===== src/hdl/csvfs_pkg.sv =====
`default_nettype none

package csvfs_pkg;

  localparam int unsigned FieldLimitDef = 256;

  localparam logic [7:0] CharComma = 8'h2C;
  localparam logic [7:0] CharQuote = 8'h22;
  localparam logic [7:0] CharNl    = 8'h0A;

  typedef enum logic [2:0] {
    QsUnquoted = 3'b001,
    QsQuoted   = 3'b010,
    QsQquote   = 3'b100
  } qstate_e;

  // One classified input word: up to two results.
  typedef struct packed {
    logic       has0;
    logic [7:0] data0;
    logic       bvalid0;
    logic [7:0] fidx0;
    logic       fend0;
    logic       rend0;
    logic       has1;
    logic [7:0] fidx1;
  } cmd_t;

endpackage

`default_nettype wire


===== src/hdl/csv_field_splitter_core.sv =====
// channel | dir | tdata                     | tuser                       | tlast
// s       | in  | [7:0] in_byte             | -                           | end_of_input
// m       | out | [7:0] data_byte,          | [0] byte_valid,             | run_last
//         |     | [15:8] field_index        | [1] field_end, [2] row_end  |
//
// One input word per cycle while the queue is not full; a word yields zero to two
// output words, two only on an end-of-input word that is not a newline.
// A first output word is valid once its input is written to the queue and then
// loaded into the output register.
// Reset clears the quote state, field index, queue and output valid.
// Input stalls only while the queue is full; output stalls hold the output register.
`default_nettype none

module csv_field_splitter_core #(
  parameter int unsigned FieldLimit = csvfs_pkg::FieldLimitDef
) (
  input  wire logic        clk_i,
  input  wire logic        rst_ni,
  input  wire logic        s_tvalid_i,
  output logic             s_tready_o,
  input  wire logic [7:0]  s_tdata_i,   // [7:0] in_byte
  input  wire logic        s_tlast_i,
  output logic             m_tvalid_o,
  input  wire logic        m_tready_i,
  output logic [15:0]      m_tdata_o,   // [7:0] data_byte, [15:8] field_index
  output logic [2:0]       m_tuser_o,   // [0] byte_valid, [1] field_end, [2] row_end
  output logic             m_tlast_o
);
  import csvfs_pkg::*;

  cmd_t push_data, head;
  logic push, pop, full, empty;

  csvfs_front #(
    .FieldLimit(FieldLimit)
  ) u_front (
    .clk_i     (clk_i),
    .rst_ni    (rst_ni),
    .s_tvalid_i(s_tvalid_i),
    .s_tready_o(s_tready_o),
    .s_tdata_i (s_tdata_i),
    .s_tlast_i (s_tlast_i),
    .q_full_i  (full),
    .q_push_o  (push),
    .q_data_o  (push_data)
  );

  csvfs_queue u_queue (
    .clk_i      (clk_i),
    .rst_ni     (rst_ni),
    .push_i     (push),
    .push_data_i(push_data),
    .full_o     (full),
    .pop_i      (pop),
    .empty_o    (empty),
    .head_o     (head)
  );

  csvfs_back u_back (
    .clk_i     (clk_i),
    .rst_ni    (rst_ni),
    .q_empty_i (empty),
    .q_head_i  (head),
    .q_pop_o   (pop),
    .m_tvalid_o(m_tvalid_o),
    .m_tready_i(m_tready_i),
    .m_tdata_o (m_tdata_o),
    .m_tuser_o (m_tuser_o),
    .m_tlast_o (m_tlast_o)
  );

endmodule

`default_nettype wire


===== src/hdl/csvfs_front.sv =====
`default_nettype none

module csvfs_front #(
  parameter int unsigned FieldLimit = csvfs_pkg::FieldLimitDef
) (
  input  wire logic          clk_i,
  input  wire logic          rst_ni,
  input  wire logic          s_tvalid_i,
  output logic               s_tready_o,
  input  wire logic [7:0]    s_tdata_i,
  input  wire logic          s_tlast_i,
  input  wire logic          q_full_i,
  output logic               q_push_o,
  output csvfs_pkg::cmd_t    q_data_o
);
  import csvfs_pkg::*;

  localparam logic [7:0] MaxIdx = (FieldLimit - 1 > 255) ? 8'd255 : 8'(FieldLimit - 1);

  qstate_e    state_q, state_d;
  logic [7:0] field_q, field_d;
  logic [7:0] field_inc;
  logic       accept;
  cmd_t       cmd;

  assign s_tready_o = !q_full_i;
  assign accept     = s_tvalid_i && s_tready_o;
  assign field_inc  = (field_q < MaxIdx) ? field_q + 8'd1 : field_q;

  always_comb begin
    cmd         = '0;
    cmd.fidx0   = field_q;
    state_d     = state_q;
    field_d     = field_q;
    if (s_tdata_i == CharNl) begin
      cmd.has0  = 1'b1;
      cmd.fend0 = 1'b1;
      cmd.rend0 = 1'b1;
      state_d   = QsUnquoted;
      field_d   = 8'd0;
    end else begin
      case (state_q)
        QsQuoted: begin
          if (s_tdata_i == CharQuote) begin
            state_d = QsQquote;
          end else begin
            cmd.has0    = 1'b1;
            cmd.bvalid0 = 1'b1;
            cmd.data0   = s_tdata_i;
          end
        end
        QsQquote: begin
          if (s_tdata_i == CharComma) begin
            cmd.has0  = 1'b1;
            cmd.fend0 = 1'b1;
            field_d   = field_inc;
            state_d   = QsUnquoted;
          end else if (s_tdata_i == CharQuote) begin
            cmd.has0    = 1'b1;
            cmd.bvalid0 = 1'b1;
            cmd.data0   = CharQuote;
            state_d     = QsQuoted;
          end else begin
            state_d = QsUnquoted;
          end
        end
        default: begin
          if (s_tdata_i == CharComma) begin
            cmd.has0  = 1'b1;
            cmd.fend0 = 1'b1;
            field_d   = field_inc;
            state_d   = QsUnquoted;
          end else if (s_tdata_i == CharQuote) begin
            state_d = QsQuoted;
          end else begin
            cmd.has0    = 1'b1;
            cmd.bvalid0 = 1'b1;
            cmd.data0   = s_tdata_i;
            state_d     = QsUnquoted;
          end
        end
      endcase
      if (s_tlast_i) begin
        cmd.has1  = 1'b1;
        cmd.fidx1 = field_d;
        state_d   = QsUnquoted;
        field_d   = 8'd0;
      end
    end
  end

  assign q_push_o = accept && (cmd.has0 || cmd.has1);
  assign q_data_o = cmd;

  always_ff @(posedge clk_i or negedge rst_ni) begin
    if (!rst_ni) begin
      state_q <= QsUnquoted;
      field_q <= 8'd0;
    end else if (accept) begin
      state_q <= state_d;
      field_q <= field_d;
    end
  end

endmodule

`default_nettype wire


===== src/hdl/csvfs_queue.sv =====
`default_nettype none

module csvfs_queue (
  input  wire logic             clk_i,
  input  wire logic             rst_ni,
  input  wire logic             push_i,
  input  wire csvfs_pkg::cmd_t  push_data_i,
  output logic                  full_o,
  input  wire logic             pop_i,
  output logic                  empty_o,
  output csvfs_pkg::cmd_t       head_o
);
  import csvfs_pkg::*;

  cmd_t       entries_q [2];
  logic       wr_ptr_q, rd_ptr_q;
  logic [1:0] cnt_q, cnt_d;
  logic       do_push, do_pop;

  assign full_o  = (cnt_q == 2'd2);
  assign empty_o = (cnt_q == 2'd0);
  assign head_o  = entries_q[rd_ptr_q];
  assign do_push = push_i && !full_o;
  assign do_pop  = pop_i && !empty_o;

  always_comb begin
    cnt_d = cnt_q;
    if (do_push && !do_pop) begin
      cnt_d = cnt_q + 2'd1;
    end else if (do_pop && !do_push) begin
      cnt_d = cnt_q - 2'd1;
    end
  end

  always_ff @(posedge clk_i or negedge rst_ni) begin
    if (!rst_ni) begin
      wr_ptr_q <= 1'b0;
      rd_ptr_q <= 1'b0;
      cnt_q    <= 2'd0;
    end else begin
      cnt_q <= cnt_d;
      if (do_push) begin
        wr_ptr_q <= !wr_ptr_q;
      end
      if (do_pop) begin
        rd_ptr_q <= !rd_ptr_q;
      end
    end
  end

  always_ff @(posedge clk_i) begin
    if (do_push) begin
      entries_q[wr_ptr_q] <= push_data_i;
    end
  end

endmodule

`default_nettype wire


===== src/hdl/csvfs_back.sv =====
`default_nettype none

module csvfs_back (
  input  wire logic             clk_i,
  input  wire logic             rst_ni,
  input  wire logic             q_empty_i,
  input  wire csvfs_pkg::cmd_t  q_head_i,
  output logic                  q_pop_o,
  output logic                  m_tvalid_o,
  input  wire logic             m_tready_i,
  output logic [15:0]           m_tdata_o,
  output logic [2:0]            m_tuser_o,
  output logic                  m_tlast_o
);
  import csvfs_pkg::*;

  logic        phase_q, phase_d;
  logic        out_valid_q, out_valid_d;
  logic [15:0] tdata_q, tdata_d;
  logic [2:0]  tuser_q, tuser_d;
  logic        tlast_q, tlast_d;
  logic        load, second;

  assign load   = !q_empty_i && (!out_valid_q || m_tready_i);
  assign second = phase_q || !q_head_i.has0;

  always_comb begin
    phase_d = phase_q;
    q_pop_o = 1'b0;
    if (second) begin
      tdata_d = {q_head_i.fidx1, 8'd0};
      tuser_d = 3'b110;
      tlast_d = 1'b1;
    end else begin
      tdata_d = {q_head_i.fidx0, q_head_i.data0};
      tuser_d = {q_head_i.rend0, q_head_i.fend0, q_head_i.bvalid0};
      tlast_d = !q_head_i.has1;
    end
    if (load) begin
      if (second || !q_head_i.has1) begin
        q_pop_o = 1'b1;
        phase_d = 1'b0;
      end else begin
        phase_d = 1'b1;
      end
    end
    out_valid_d = load ? 1'b1 : (m_tready_i ? 1'b0 : out_valid_q);
  end

  always_ff @(posedge clk_i or negedge rst_ni) begin
    if (!rst_ni) begin
      phase_q     <= 1'b0;
      out_valid_q <= 1'b0;
    end else begin
      phase_q     <= phase_d;
      out_valid_q <= out_valid_d;
    end
  end

  always_ff @(posedge clk_i) begin
    if (load) begin
      tdata_q <= tdata_d;
      tuser_q <= tuser_d;
      tlast_q <= tlast_d;
    end
  end

  assign m_tvalid_o = out_valid_q;
  assign m_tdata_o  = tdata_q;
  assign m_tuser_o  = tuser_q;
  assign m_tlast_o  = tlast_q;

endmodule

`default_nettype wire


===== config.mk =====
export PLATFORM = sky130hd
export DESIGN_NAME = csv_field_splitter_core
export DESIGN_NICKNAME = d
export VERILOG_FILES = /design/src/hdl/csvfs_pkg.sv /design/src/hdl/csv_field_splitter_core.sv /design/src/hdl/csvfs_front.sv /design/src/hdl/csvfs_queue.sv /design/src/hdl/csvfs_back.sv
export SDC_FILE = /design/constraint.sdc
export NUM_CORES = 1
export LEC_CHECK = 0
export ABC_AREA = 1
export BUFFER_PORTS_ARGS = -buffer_cell sky130_fd_sc_hd__buf_4
export CORE_MARGIN = 2
export CORE_UTILIZATION = 35
export DETAILED_ROUTE_END_ITERATION = 16
export GPL_TIMING_DRIVEN = 0
export SYNTH_ARGS = -nofsm -noshare
export SYNTH_HDL_FRONTEND = slang
export SYNTH_HIERARCHICAL = 1
export SYNTH_SLANG_ARGS = --single-unit
export TNS_END_PERCENT = 30

===== constraint.sdc =====
create_clock -name clk_i -period 5.92 [get_ports clk_i]
set_clock_uncertainty 0.15 [all_clocks]
set_input_delay 0.296 -clock clk_i [delete_from_list [all_inputs] [get_ports clk_i]]
set_output_delay 0.296 -clock clk_i [all_outputs]
set_load 0.005 [all_outputs]

### Yosys cells after proc, flatten, opt, wreduce, memory -nomap -nowiden

Memories as Yosys holds them, arrays and structs flattened.
Cells that the tools add are included.

| word-level totals | value |
|---|---|
| memories | 1 |
| logic and storage cells | 83 |
| bits in latches | 0 |
| bits in read-only memories | 0 |
| bits in registers | 37 |
| memory bits (writable) | 58 |

Memory list:

| name | depth | bits a word | rd ports | clocked after Yosys merged registers in | write ports | RTL line | RTL |
|---|---|---|---|---|---|---|---|
| u_queue.entries_q | 2 | 29 | 1 | 0 | 1 | csvfs_queue.sv:15 | `cmd_t entries_q [2];` |

| operators by class | value |
|---|---|
| multiplexer cells | 36 |
| divide/modulo/power cells | 0 |
| equality and inequality tests | 7 |
| $lt $le $gt $ge | 1 |
| shift operators | 0 |
| reduce and logical (&&, ||, !) cells | 24 |
| multiply operators | 0 |
| add/subtract/negate cells | 3 |
| bitwise logic cells | 0 |

Operator list:

| cell | count |
|---|---|
| 2-to-1 mux 9 bit | 5 |
| 2-to-1 mux 8 bit | 5 |
| 2-to-1 mux 10 bit | 2 |
| case mux 10 bit (2 select lines) | 1 |
| equality test 8 x 6 -> 1 bit, second input constant | 2 |
| 2-to-1 mux 16 bit | 1 |
| 2-to-1 mux 1 bit | 14 |
| 2-to-1 mux 3 bit | 4 |
| zero test 1 bit | 9 |
| adder 8 x 1 -> 8 bit, second input constant | 1 |
| equality test 8 x 4 -> 1 bit, second input constant | 1 |
| < comparator 8 bit, second input constant | 1 |
| 2-to-1 mux 2 bit | 4 |
| logical AND 1 bit | 7 |
| logical OR 1 bit | 4 |
| inequality test 4 x 2 -> 1 bit, second input constant | 1 |
| nonzero test 2 bit | 2 |
| equality test 3 x 2 -> 1 bit, second input constant | 1 |
| equality test 3 bit, second input constant | 1 |
| adder 2 x 1 -> 2 bit, second input constant | 1 |
| equality test 2 bit, second input constant | 1 |
| zero test 2 bit | 1 |
| AND reduction 2 bit | 1 |
| subtractor 2 x 1 -> 2 bit, second input constant | 1 |

### Logic depth before layout (Yosys ltp)

| depth | value |
|---|---|
| depth after elaboration | 13 |
| depth in mapped cells | 18 |

### Cells and area by module

The synthesis kept the hierarchy.

Modules (own cells, without submodules):

| module | area an instance (µm²) | cells an instance | times used | sequential area each (µm²) |
|---|---|---|---|---|
| csvfs_queue | 2332.2 | 183 | 1 | 1841.8 |
| csvfs_front | 1182.4 | 205 | 1 | 276.5 |
| csvfs_back | 910.9 | 84 | 1 | 650.6 |

### Least setup slack after synthesis

OpenSTA, ideal clock, no wires.

| path | value |
|---|---|
| path kind | input-to-reg |
| start point | input port s_tdata_i[7] |
| end point | memory u_queue/entries_q[1][0] (netlist bit), enable pin |
| stages | 11 |
| path slack | 2909 ps |
| library setup time | 415 ps |
| arrival | 2446 ps |
| data required time | 5355 ps |
| buffers on the path | 0 |
| cell sequence | nor2_1 nand2_2 nor2_8 nand2_4 nand2_2 inv_1 nand3_1 nand2_1 inv_1 o21ai_0 nor2_1 |

| on the way | value |
|---|---|
| longest elaborated chain between the ends | 10 |
| elaborated cells on any way between the ends | 15 |
| classes of those cells | eq/ne: 3; mux: 9; reduce/logical: 3 |

RTL lines:

| element | RTL line | RTL |
|---|---|---|
| start: declaration | csv_field_splitter_core.sv:21 | `input wire logic [7:0] s_tdata_i,` |
| equality test 8 x 6 -> 1 bit | csvfs_front.sv:44, csvfs_front.sv:58, csvfs_front.sv:73 |  |
| 2-to-1 mux 10 bit, on equally long branches | csvfs_front.sv:44, csvfs_front.sv:73, csvfs_front.sv:58 |  |
| 2-to-1 mux 1 bit, on equally long branches | csvfs_front.sv:68, csvfs_front.sv:53 |  |
| case mux 10 bit (2 select lines) | csvfs_front.sv:42 | `case (state_q)` |
| 2-to-1 mux 1 bit | csvfs_front.sv:35 | `if (s_tdata_i == CharNl) begin` |
| logical OR 1 bit (*) | csvfs_front.sv:92 | `assign q_push_o = accept && (cmd.has0 \|\| cmd.has1);` |
| logical AND 1 bit (*) | csvfs_front.sv:92 |  |
| via push | csv_field_splitter_core.sv:32 | `logic push, pop, full, empty;` |
| logical AND 1 bit (*) | csvfs_queue.sv:23 | `assign do_push = push_i && !full_o;` |
| 2-to-1 mux 1 bit (*) | csvfs_queue.sv:52 | `if (do_push) begin` |
| 2-to-1 mux 1 bit (not written as such) (*) | csvfs_queue.sv:53 | `entries_q[wr_ptr_q] <= push_data_i;` |
| end: declaration | csvfs_queue.sv:15 |  |

Mark *: on every way through the listed nets, which the timed path passes. The rest lies on a longest branch.

### Worst setup path in the final report

| path | value |
|---|---|
| start point | register u_front.state_q[0] |
| end point | memory u_queue/entries_q[0][1] (netlist bit), enable pin |

| on the way | value |
|---|---|
| longest elaborated chain between the ends | 8 |
| elaborated cells on any way between the ends | 9 |
| classes of those cells | eq/ne: 2; mux: 4; reduce/logical: 3 |

RTL lines:

| element | RTL line | RTL |
|---|---|---|
| start: declaration | csvfs_front.sv:20 | `qstate_e state_q, state_d;` |
| start signal: assignment | csvfs_front.sv:97 | `state_q <= QsUnquoted;` |
| start signal: assignment | csvfs_front.sv:100 | `state_q <= state_d;` |
| equality test 3 bit or equality test 3 x 2 -> 1 bit (tied branches) | csvfs_front.sv:42 |  |
| case mux 10 bit (2 select lines) (*) | csvfs_front.sv:42 |  |
| 2-to-1 mux 1 bit (*) | csvfs_front.sv:35 |  |
| logical OR 1 bit (*) | csvfs_front.sv:92 |  |
| logical AND 1 bit (*) | csvfs_front.sv:92 |  |
| via push | csv_field_splitter_core.sv:32 |  |
| logical AND 1 bit (*) | csvfs_queue.sv:23 |  |
| via u_queue.do_push | csvfs_queue.sv:18 | `logic do_push, do_pop;` |
| 2-to-1 mux 1 bit (*) | csvfs_queue.sv:52 |  |
| 2-to-1 mux 1 bit (not written as such) (*) | csvfs_queue.sv:53 |  |

Marks and branches as above.

==> flow_summary.yaml <==
clocking:
  clk_latency_ns: 0.34
  clkTransAtPathRegs_ns: 0.06
  cts_sinks: 95
  cts.htree.levels: 3
  clk_path_buf_depth: 2
  cts_tree: "yes"
  numCtsBuffers: 9
  cts-root-buf: "clkbuf_16"
outcome:
  outcome: "complete, no violations"
worst_setup_path:
  reg2reg_to: "u_queue/entries_q[0][1]"
  r2r_cells: 12
  crit_top_cell: "inv_1"
  cp-start-kind: "flop"
  worst_ep_required_time_ns: 5.72
  worstPathArrival_ns: 2.69
  cp-endpoint: "u_queue/entries_q[0][1]"
  worst_path_max_delay_cell: "inv_1"
  critical_path_class: "flop to flop"
  critical_path_peak_fanout: 29
  path_cells: "nor2_1, nand2_2, nand2_4, nand2_2, inv_1, nand3_1, nand2_1, inv_1, inv_1, nor2_2, nand2_1, inv_1"
  setup.worst_path.start: "u_front/state_q[0]"
  max_stage_delay_ns: 0.87
  r2r_slack_ns: 3.03
  critPathCaptureType: "flop"
  reg2reg_from: "u_front/state_q[0]"
yosys:
  synth_area_leaders: "edfxtp_1 (53%), nand2_1 (17%), dfrtp_1 (9.0%)"
  synth.avg_cell_area_um2: 9.38
  synth_area_leader_cell: "edfxtp_1"
  syn_nets: 487
  yosysSeqAreaShare: 0.626
  yosys.area.top_type_share: 0.529
  syn_area_mm2: 0.00443
  async_reset_ff_frac: 0.179
  synth_cell_types: 30
  synthFlopType: "edfxtp_1"
  synth_warnings: 6
  synth_edf_count: 78
  synthCells: 472
  synth-seq-cells: 95
floorplanning:
  start_util: 0.355
  die_area_mm2: 0.0136
  ios: 35
  rows: 41
  fp.dieW_um: 116
  die_y_um: 116
  coreArea_mm2: 0.0125
global_route:
  grt_usage: 0.137
  antenna_found_initial: 0
  grt_pass1_vias: 2870
  grt_pass1_wl_um: 14000
  grt_max_degree: 30
  grt-ovfl-total: 0
sta:
  rsz0062_at_grt: "no"
  setup_tns_ns: 0
  min_period_ns: 2.89
  worst_pin_slew_ns: 1.22
  slew_headroom: 0.187
  slew_violations: 0
  timing.fmax_ghz: 0.345
  final-setup-viol-count: 0
  post-route-period-util: 0.489
  hold_viol_final: 0
routing:
  wl_per_cell_um: 12.3
  num_vias: 3057
  dr.first_iter.drc_count: 188
  vias_per_cell: 4.39
  wl_um: 8580
  firstDrtPassIters: 4
  ant_nets: 0
  post-route-drc-count: 0
cells_and_area:
  area_growth_pct: 18.0
  drive_gt1_frac: 0.160
  fillers: 1203
  final_common_cell: "nand2_1"
  fin_nets: 534
  n_antenna_cell: 0
  layout_common_cells: "nand2_1 (202), edfxtp_1 (78), inv_1 (56), nor2_1 (36), buf_4 (35)"
placement:
  port_buffers: 34
  dp_hpwl_um: 6080
  place.gp.congestion: 0.871
power_and_ir_drop:
  powerDensity_mw_per_mm2: 439
  ir_drop_uv: 150
  p_leak_nw: 2.38
  total_power_mw: 2.29
hold_path:
  hold_depth: 4
  hp-class: "input pin to flop"
job:
  maxCapViolations: 0
-- per-stage QoR --
stage | instance area, µm² | hold slack (ns) | std cells | setup WS [ns] | utilization
floorplan | 4430 | -0.150 | 472 | 2.91 | -
global placement | 4900 | 0.0405 | 678 | 1.88 | 0.393
detailed placement | 4920 | 0.0453 | 679 | 2.75 | 0.395
CTS | 5220 | 0.0817 | 696 | 2.96 | 0.419
global route | 5220 | 0.107 | 696 | 2.80 | 0.419
finish | 5220 | 0.0882 | 696 | 3.03 | 0.419
-- critical path: cells and delay by family (launching register included) --
| family | cells | cell delay [ns] |
|---|---|---|
| DFF | 1 | 0.57 |
| and+or+nand+nor | 8 | 0.71 |
| buffers and inverters | 4 | 1.06 |
-- area by class of cell --
class | count | area [µm²] | share of cell area
Clock buffer | 10 | 229 | 0.0438
Clock inverter | 6 | 61.3 | 0.0117
Timing Repair Buffer | 36 | 280 | 0.0537
Multi-Input combinational cell | 308 | 1380 | 0.264
Tap cell | 172 | 215 | 0.0412
Buffer | 10 | 65.1 | 0.0125
Sequential cell | 95 | 2770 | 0.530
Inverter | 59 | 221 | 0.0424
-- what timing repair did --
| action | in CTS | in global routing |
|---|---|---|
| buffers inserted | 0 | 0 |
| resized for setup | 0 | 0 |
| hold buffers | 1 | 0 |
| hold endpoints to repair | 17 | 0 |
-- metal layers --
layer / part of all wire / global-route usage / vias up
met5: 0 / 0 / -
met4: 0.017 / 0.0571 / 0
met3: 0.035 / 0.0270 / 12
met2: 0.49 / 0.231 / 47
met1: 0.46 / 0.172 / 1412
li1: - / - / 1586
-- worst min path at each step --
stage | start | end | slack, ns
6_report | m_tready_i | u_back/m_tvalid_o | 0.09
5_1_grt | m_tready_i | u_back/m_tvalid_o | 0.11
4_1_cts | m_tready_i | u_back/m_tvalid_o | 0.08
3_5_place_dp | rst_ni | u_queue/wr_ptr_q | 0.05
3_3_place_gp | rst_ni | u_queue/wr_ptr_q | 0.04
2_1_floorplan | rst_ni | u_back/m_tvalid_o | -0.15
-- Yosys cell counts (3+ instances only) --
cell type	count
inv_2	3
edfxtp_1	78
a21oi_1	4
o21ai_0	4
nor2_1	37
nor2_2	4
nand2_2	9
nand2_1	202
dfrtp_1	16
inv_1	56
nand3_1	20
buf_2	7
nand4_1	8
-- report_power, final --
part / internal (mW) / leakage [nW] / switching [mW] / total [mW]
Combinational: 0.261 / 1.29 / 0.436 / 0.697
Clock: 0.325 / 0.134 / 0.234 / 0.559
Sequential: 0.976 / 0.957 / 0.0593 / 1.04
-- flip-flops by register name, summed over array words and instances (netlist names) --
register / flops
u_queue/rd_ptr_q: 1
u_queue/wr_ptr_q: 1
u_front/field_q: 8
u_back/m_tvalid_o: 1
u_queue/entries_q: 58
u_back/m_tdata_o: 16
u_back/m_tlast_o: 1
u_back/m_tuser_o: 3
u_front/state_q: 3
u_back/phase_q: 1
u_queue/cnt_q: 2
-- cells by family after synthesis --
| logic type | synth area share |
|---|---|
| AOI/OAI and AO/OA | 0.0136 |
| xor gates and xnor gates | 0.00594 |
| adders and majority gates | 0.00565 |
| buffers and inverters | 0.0647 |
| DFF | 0.626 |
| and+or+nand+nor | 0.284 |
Power figures use the tool's default switching activity.
